===== config.mk =====
export PLATFORM = sky130hd
export DESIGN_NAME = key_matrix_debounce_long_press
export DESIGN_NICKNAME = d
export VERILOG_FILES = /design/src/hdl/kmd_pkg.sv /design/src/hdl/key_matrix_debounce_long_press.sv /design/src/hdl/kmd_core.sv
export SDC_FILE = /design/constraint.sdc
export NUM_CORES = 1
export LEC_CHECK = 0
export ABC_AREA = 1
export BUFFER_PORTS_ARGS = -buffer_cell sky130_fd_sc_hd__buf_2
export CORE_MARGIN = 2
export CORE_UTILIZATION = 42
export CTS_CLUSTER_SIZE = 24
export DETAILED_ROUTE_END_ITERATION = 8
export GPL_TIMING_DRIVEN = 0
export HOLD_SLACK_MARGIN = 0.06
export SETUP_SLACK_MARGIN = 0.05
export SLEW_MARGIN = 20
export SYNTH_ARGS = -nofsm -noshare
export SYNTH_HDL_FRONTEND = slang
export SYNTH_SLANG_ARGS = --single-unit

===== constraint.sdc =====
create_clock -name clk -period 11.75 [get_ports clk]
set_clock_uncertainty 0.1 [all_clocks]
set_input_delay 1.7625 -clock clk [delete_from_list [all_inputs] [get_ports clk]]
set_output_delay 1.7625 -clock clk [all_outputs]
set_load 0.005 [all_outputs]

===== src/hdl/kmd_pkg.sv =====
package kmd_pkg;

  localparam int NUM_KEYS = 27;

  // event kinds
  localparam logic [1:0] KIND_PRESS   = 2'd0;
  localparam logic [1:0] KIND_RELEASE = 2'd1;
  localparam logic [1:0] KIND_LONG    = 2'd2;

  // configuration register indexes
  localparam logic [1:0] CFG_FILTER = 2'd0;
  localparam logic [1:0] CFG_LONG   = 2'd1;
  localparam logic [1:0] CFG_REPEAT = 2'd2;

  localparam logic [7:0]  FILTER_RST = 8'd5;
  localparam logic [15:0] LONG_RST   = 16'd400;
  localparam logic [15:0] REPEAT_RST = 16'd0;
  localparam logic [8:0]  FCOUNT_RST = 9'(FILTER_RST / 2);

  localparam logic [31:0] KEY_PATTERNS [NUM_KEYS] = '{
    32'hefffffff, 32'hfeffffff, 32'hffefffff, 32'hfffeffff, 32'hffffefff,
    32'hfffffeff, 32'hffffffef, 32'hfffffffe, 32'hdfffffff, 32'hfdffffff,
    32'hffdfffff, 32'hfffdffff, 32'hffffdfff, 32'hbfffffff, 32'hffffbfff,
    32'hfffffdff, 32'hfbffffff, 32'hfffffbff, 32'hffffffdf, 32'hffbfffff,
    32'hffffffbf, 32'hfffffffd, 32'hfffbffff, 32'hfffffffb, 32'h7fffffff,
    32'hf7ffffff, 32'hff7fffff
  };

  typedef struct packed {
    logic [1:0] kind;
    logic [4:0] key;
    logic       beep;
  } kmd_evt_t;

  typedef struct packed {
    logic [1:0] num;
    kmd_evt_t   first;
    kmd_evt_t   second;
  } kmd_step_t;

  typedef struct packed {
    logic     last;
    kmd_evt_t evt;
  } kmd_out_t;

  // table match, 0 when the word is no single-key pattern
  function automatic logic [4:0] decode_key(input logic [31:0] word);
    logic [4:0] k;
    k = 5'd0;
    for (int i = 0; i < NUM_KEYS; i++) begin
      if (KEY_PATTERNS[i] == word) k = 5'(i + 1);
    end
    return k;
  endfunction

endpackage


===== src/hdl/key_matrix_debounce_long_press.sv =====
// an accepted item is held in the input register, then its results enter the output queue
// throughput: one item per cycle while each item gives at most one result and the
// sink keeps up; an item with two results can fill the two-entry output queue
// reset: synchronous active-low rst_n clears the input register, output queue and
// debounce state (filter count to 2) and restores the registers to filter 5, long 400, repeat 0
module key_matrix_debounce_long_press (
  input  logic        clk,
  input  logic        rst_n,
  input  logic        cfg_we,
  input  logic [1:0]  cfg_index,
  input  logic [15:0] cfg_data,
  input  logic        in_tvalid,
  output logic        in_tready,
  input  logic [31:0] in_tdata,   // [31:0] scan_word
  input  logic        in_tuser,   // [0] suspend
  output logic        out_tvalid,
  input  logic        out_tready,
  output logic [7:0]  out_tdata,  // [1:0] event_kind, [6:2] key_number, [7] beep_start
  output logic        out_tlast
);

  logic       s1_valid_r, s1_valid_nxt;
  logic [4:0] s1_key_r;
  logic       s1_susp_r;
  logic       s1_go;
  logic       in_fire;
  logic       pop;

  kmd_pkg::kmd_step_t step;
  kmd_pkg::kmd_out_t  ent_r   [2];
  kmd_pkg::kmd_out_t  ent_nxt [2];
  logic [1:0]         cnt_r, cnt_nxt, cnt_a;
  logic [2:0]         fill;

  kmd_core u_core (
    .clk       (clk),
    .rst_n     (rst_n),
    .cfg_we    (cfg_we),
    .cfg_index (cfg_index),
    .cfg_data  (cfg_data),
    .tick      (s1_valid_r && !s1_susp_r),
    .advance   (s1_go),
    .key       (s1_key_r),
    .step      (step)
  );

  assign pop        = out_tvalid && out_tready;
  assign in_fire    = in_tvalid && in_tready;
  assign cnt_a      = pop ? cnt_r - 2'd1 : cnt_r;
  assign fill       = {1'b0, cnt_a} + {1'b0, step.num};
  assign s1_go      = s1_valid_r && (fill <= 3'd2);
  assign in_tready  = !s1_valid_r || s1_go;
  assign out_tvalid = cnt_r != 2'd0;
  assign out_tdata  = {ent_r[0].evt.beep, ent_r[0].evt.key, ent_r[0].evt.kind};
  assign out_tlast  = ent_r[0].last;

  always_comb begin
    s1_valid_nxt = s1_valid_r;
    if (in_fire) s1_valid_nxt = 1'b1;
    else if (s1_go) s1_valid_nxt = 1'b0;
  end

  always_ff @(posedge clk) begin
    if (!rst_n) begin
      s1_valid_r <= 1'b0;
    end else begin
      s1_valid_r <= s1_valid_nxt;
    end
  end

  always_ff @(posedge clk) begin
    if (in_fire) begin
      s1_key_r  <= kmd_pkg::decode_key(in_tdata);
      s1_susp_r <= in_tuser;
    end
  end

  // output queue: shift out on pop, then append this item's results
  always_comb begin
    ent_nxt[0] = pop ? ent_r[1] : ent_r[0];
    ent_nxt[1] = ent_r[1];
    cnt_nxt    = cnt_a;
    if (s1_go && step.num != 2'd0) begin
      if (cnt_a == 2'd0) begin
        ent_nxt[0] = '{last: step.num == 2'd1, evt: step.first};
        ent_nxt[1] = '{last: 1'b1, evt: step.second};
      end else begin
        ent_nxt[1] = '{last: 1'b1, evt: step.first};
      end
      cnt_nxt = fill[1:0];
    end
  end

  always_ff @(posedge clk) begin
    if (!rst_n) begin
      cnt_r <= 2'd0;
    end else begin
      cnt_r <= cnt_nxt;
    end
  end

  always_ff @(posedge clk) begin
    ent_r[0] <= ent_nxt[0];
    ent_r[1] <= ent_nxt[1];
  end

endmodule


===== src/hdl/kmd_core.sv =====
module kmd_core (
  input  logic              clk,
  input  logic              rst_n,
  input  logic              cfg_we,
  input  logic [1:0]        cfg_index,
  input  logic [15:0]       cfg_data,
  input  logic              tick,
  input  logic              advance,
  input  logic [4:0]        key,
  output kmd_pkg::kmd_step_t step
);

  logic [7:0]  filter_ticks_r;
  logic [15:0] long_ticks_r;
  logic [15:0] repeat_ticks_r;

  logic [8:0]  filter_count_r, filter_count_nxt;
  logic        pressed_r, pressed_nxt;
  logic [15:0] hold_count_r, hold_count_nxt;
  logic [15:0] repeat_count_r, repeat_count_nxt;
  logic [4:0]  held_key_r, held_key_nxt;

  logic              has_press;
  logic              has_other;
  kmd_pkg::kmd_evt_t press_evt;
  kmd_pkg::kmd_evt_t other_evt;
  logic [15:0]       hold_inc;
  logic [15:0]       repeat_inc;

  always_ff @(posedge clk) begin
    if (!rst_n) begin
      filter_ticks_r <= kmd_pkg::FILTER_RST;
      long_ticks_r   <= kmd_pkg::LONG_RST;
      repeat_ticks_r <= kmd_pkg::REPEAT_RST;
    end else if (cfg_we) begin
      unique case (cfg_index)
        kmd_pkg::CFG_FILTER: filter_ticks_r <= cfg_data[7:0];
        kmd_pkg::CFG_LONG:   long_ticks_r   <= cfg_data;
        kmd_pkg::CFG_REPEAT: repeat_ticks_r <= cfg_data;
        default: ;
      endcase
    end
  end

  always_comb begin
    filter_count_nxt = filter_count_r;
    pressed_nxt      = pressed_r;
    hold_count_nxt   = hold_count_r;
    repeat_count_nxt = repeat_count_r;
    held_key_nxt     = held_key_r;
    has_press        = 1'b0;
    has_other        = 1'b0;
    press_evt        = '{kind: kmd_pkg::KIND_PRESS, key: key, beep: 1'b1};
    other_evt        = '{kind: kmd_pkg::KIND_LONG, key: key, beep: 1'b0};
    hold_inc         = hold_count_r + 16'd1;
    repeat_inc       = repeat_count_r + 16'd1;

    if (key != 5'd0) begin
      if (filter_count_r < {1'b0, filter_ticks_r}) begin
        filter_count_nxt = {1'b0, filter_ticks_r};
      end else if (filter_count_r < {filter_ticks_r, 1'b0}) begin
        filter_count_nxt = filter_count_r + 9'd1;
      end else begin
        if (!pressed_r) begin
          pressed_nxt  = 1'b1;
          held_key_nxt = key;
          has_press    = 1'b1;
        end
        if (long_ticks_r != 16'd0) begin
          if (hold_count_r < long_ticks_r) begin
            hold_count_nxt = hold_inc;
            if (hold_inc == long_ticks_r) has_other = 1'b1;
          end else if (repeat_ticks_r != 16'd0) begin
            repeat_count_nxt = repeat_inc;
            if (repeat_inc >= repeat_ticks_r) begin
              repeat_count_nxt = 16'd0;
              has_other        = 1'b1;
              other_evt.kind   = kmd_pkg::KIND_PRESS;
            end
          end
        end
      end
    end else begin
      if (filter_count_r > {1'b0, filter_ticks_r}) begin
        filter_count_nxt = {1'b0, filter_ticks_r};
      end else if (filter_count_r != 9'd0) begin
        filter_count_nxt = filter_count_r - 9'd1;
      end else if (pressed_r) begin
        pressed_nxt = 1'b0;
        has_other   = 1'b1;
        other_evt   = '{kind: kmd_pkg::KIND_RELEASE, key: held_key_r, beep: 1'b0};
      end
      hold_count_nxt   = 16'd0;
      repeat_count_nxt = 16'd0;
    end

    // press always comes first when both occur
    step.first  = has_press ? press_evt : other_evt;
    step.second = other_evt;
    step.num    = tick ? ({1'b0, has_press} + {1'b0, has_other}) : 2'd0;
  end

  always_ff @(posedge clk) begin
    if (!rst_n) begin
      filter_count_r <= kmd_pkg::FCOUNT_RST;
      pressed_r      <= 1'b0;
      hold_count_r   <= 16'd0;
      repeat_count_r <= 16'd0;
      held_key_r     <= 5'd0;
    end else if (tick && advance) begin
      filter_count_r <= filter_count_nxt;
      pressed_r      <= pressed_nxt;
      hold_count_r   <= hold_count_nxt;
      repeat_count_r <= repeat_count_nxt;
      held_key_r     <= held_key_nxt;
    end
  end

endmodule


==> results.toml <==
[clocking]
clock_sinks = 113
clockBufferDepth = 2
postCtsHoldBufs = 0
post-cts-setup-buffers = 0
clk_latency_ns = 0.42
cts_root_buffer = "clkbuf_16"
clk_pin_slew_ns = 0.06
cts_resized = 0
htreeDepth = 4
cts_tree = "built"
cts_buffers = 17

[place]
port_buffers = 66
place_area_um2 = 8290
hpwlAfterDp_um = 16400
gp_congestion = 0.924
dp_slack_ns = 4.81

[detailed_routing]
ant_nets = 0
num_vias = 7479
totalWireLength_um = 21100
wl_per_cell_um = 14.5
drt_iter0_drc = 451
vias_per_cell = 5.14
first_pass_iters = 6
drc = 0

[pwr]
powerDensity_nw_per_um2 = 140
p_leak_nw = 3.94
vdd_drop_max_v = 0.000118

[floorplanning]
die_w_um = 139
io_pins = 67
die_h_um = 139
core_area_um2 = 18000
initial_utilization_pct = 42.7
die_area_um2 = 19400
rows = 49

[sta]
rsz0062_at_grt = "no"
final.period_utilization_pct = 63.3
finalHoldViolations = 0
max_freq_mhz = 134
timing.hold.ws_ns = 0.362
worstMarginPinSlew_ns = 0.729
fin_crit_ns = 7.44
slew_violations = 0
setup_viol = 0
setup_slack_ns = 4.31
relSlewSlack_pct = 51.4
tns_ns = 0

[layout]
post-route-util_pct = 49.7
nets = 1322
area_growth_pct = 16.4
drive_above_1_share_pct = 10.9
multi_input_area_um2 = 4490
n_antenna_cell = 0
fin_area_um2 = 8930
fill_cells = 1842
final_common_cell = "nand2_1"
mostFrequentLayoutCells = "233 x nand2_1, 153 x inv_1, 114 x nor2_1, 99 x dfxtp_1, 98 x a21oi_1"
seqCellArea_um2 = 2400

[critical_path]
cp-start-kind = "register"
crit_slowest_cell = "fa_1"
crit_type = "reg2out"
worstPathRequired_ns = 9.89
crit_fanout = 8
cpPeakStageDelay_ns = 0.51
cpMostUsedCell = "nand2_1"
worst_setup_path_end_kind = "output pin"
crit_arrival_ns = 5.57
r2r_slack_ns = 5.74

[global_routing]
grt_overflow = 0
grt_pass1_wl_um = 35000
first_global_vias = 6987
antenna_found_initial = 0
track_usage_pct = 22.3
grt_start_max_net_pins = 17

[yosys]
ys.warnings.count = 0
ys_seq_elements = 113
ys_types = 43
synth_area_per_cell_um2 = 6.81
synthCells = 1127
syn-num-nets = 1237
seq_area_frac_synth_pct = 31.3
synth_area_um2 = 7670

[worst_hold_path]
hp-class = "reg2reg"

[flow_run]
max_cap_violations = 0

[run_status]
status = "complete, no violations"
==> sequential cells by signal, summed over array words and instances (netlist names) <==
| signal | count |
|---|---|
| u_core.filter_ticks_r | 8 |
| u_core.repeat_ticks_r | 16 |
| u_core.pressed_r | 1 |
| cnt_r | 2 |
| u_core.repeat_count_r | 16 |
| ent_r | 17 |
| u_core.filter_count_r | 9 |
| s1_key_r | 5 |
| s1_valid_r | 1 |
| s1_susp_r | 1 |
| u_core.long_ticks_r | 16 |
| u_core.held_key_r | 5 |
| u_core.hold_count_r | 16 |
==> cell usage after synthesis <==
cell / number / area share (%)
buf_2: 5 / 0.33
o41ai_1: 3 / 0.34
nand3_2: 1 / 0.13
nand2_1: 233 / 11
nand3b_1: 4 / 0.39
a31oi_1: 5 / 0.41
nor3_2: 1 / 0.13
xor2_1: 33 / 3.8
o21a_1: 1 / 0.098
xor2_2: 1 / 0.21
or3b_2: 2 / 0.23
buf_6: 2 / 0.29
nor4_1: 10 / 0.82
nor3_1: 35 / 2.3
buf_4: 8 / 0.78
o31ai_1: 3 / 0.29
xnor2_1: 3 / 0.34
and3_1: 1 / 0.082
nand4_1: 32 / 2.6
dfxtp_1: 99 / 26
inv_1: 153 / 7.5
inv_2: 2 / 0.098
nor2_2: 1 / 0.082
o211ai_1: 10 / 0.98
nor3b_1: 2 / 0.20
a21o_1: 1 / 0.098
nand3_1: 78 / 5.1
clkbuf_1: 25 / 1.2
o21bai_1: 3 / 0.29
a211oi_1: 1 / 0.098
ha_1: 53 / 8.6
o21ai_0: 69 / 4.5
a311oi_1: 3 / 0.34
o21ai_2: 2 / 0.23
nor2_4: 3 / 0.44
o22ai_1: 1 / 0.082
fa_1: 1 / 0.26
edfxtp_1: 14 / 5.5
a21oi_1: 98 / 6.4
xnor3_1: 1 / 0.29
nor2_1: 114 / 5.6
mux2_2: 8 / 1.2
nand2_2: 2 / 0.16
==> area by class of cell <==
type                       instances  share of cell area, %
multi-input combinational        819                   50.2
sequential                       113                   26.9
inverter                         155                   6.52
clock buffer                      18                   4.81
timing repair buffer              66                   3.70
tap                              229                   3.21
clock inverter                    14                   2.37
buffer                            40                   2.26
==> metal layers <==
layer	routed length, um	part of all wire, %	GRT usage [%]
met1	10000	48	30.0
met2	9780	46	36.8
met3	929	4.4	3.90
met4	335	1.6	6.96
met5	0	0	0
==> worst paths after layout <==
check	from	end	cells after the start
worst max-delay path	u_core.repeat_count_r[0]	in_tready	31
worst min-delay path	u_core.repeat_count_r[4]	u_core.repeat_count_r[4]	2
worst max register to register	u_core.repeat_count_r[0]	u_core.hold_count_r[3]	34
worst min register to register	u_core.repeat_count_r[4]	u_core.repeat_count_r[4]	2
==> worst max-delay path, delay by kind of cell (launching register included) <==
family	cells	cell delay [ns]
AOI/OAI and AO/OA	1	0.18
adders and majority gates	4	1.26
buffers and inverters	6	0.43
DFF	1	0.41
and+or+nand+nor	20	2.88
==> cell families (layout without fill, tap and decap cells) <==
group	count (synthesis)	after routing	share of synthesized area, %
AND/OR/NAND/NOR	519	519	29.6
adder cells (fa/ha/maj)	54	54	8.91
multiplexers	8	8	1.17
flip-flops	113	113	31.3
XOR/XNOR	38	38	4.62
buffers and inverters	195	293	10.2
AO/OA/AOI/OAI	200	200	14.2
==> metrics by stage <==
step | power (mW) | cells
finish | 1.25 | 1454
global route | 1.32 | 1454
CTS | 1.26 | 1454
detailed placement | 0.693 | 1422
global placement | 0.692 | 1422
floorplan | 0.615 | 1127
==> power breakdown <==
group          switching [mW]  internal, mW  leakage (nW)  total (mW)
Combinational           0.140         0.103          2.69       0.243
Sequential             0.0213         0.422         0.938       0.443
Clock                   0.192         0.375         0.308       0.567
Total                   0.353         0.901          3.94        1.25
(Power assumes the default switching activity.)
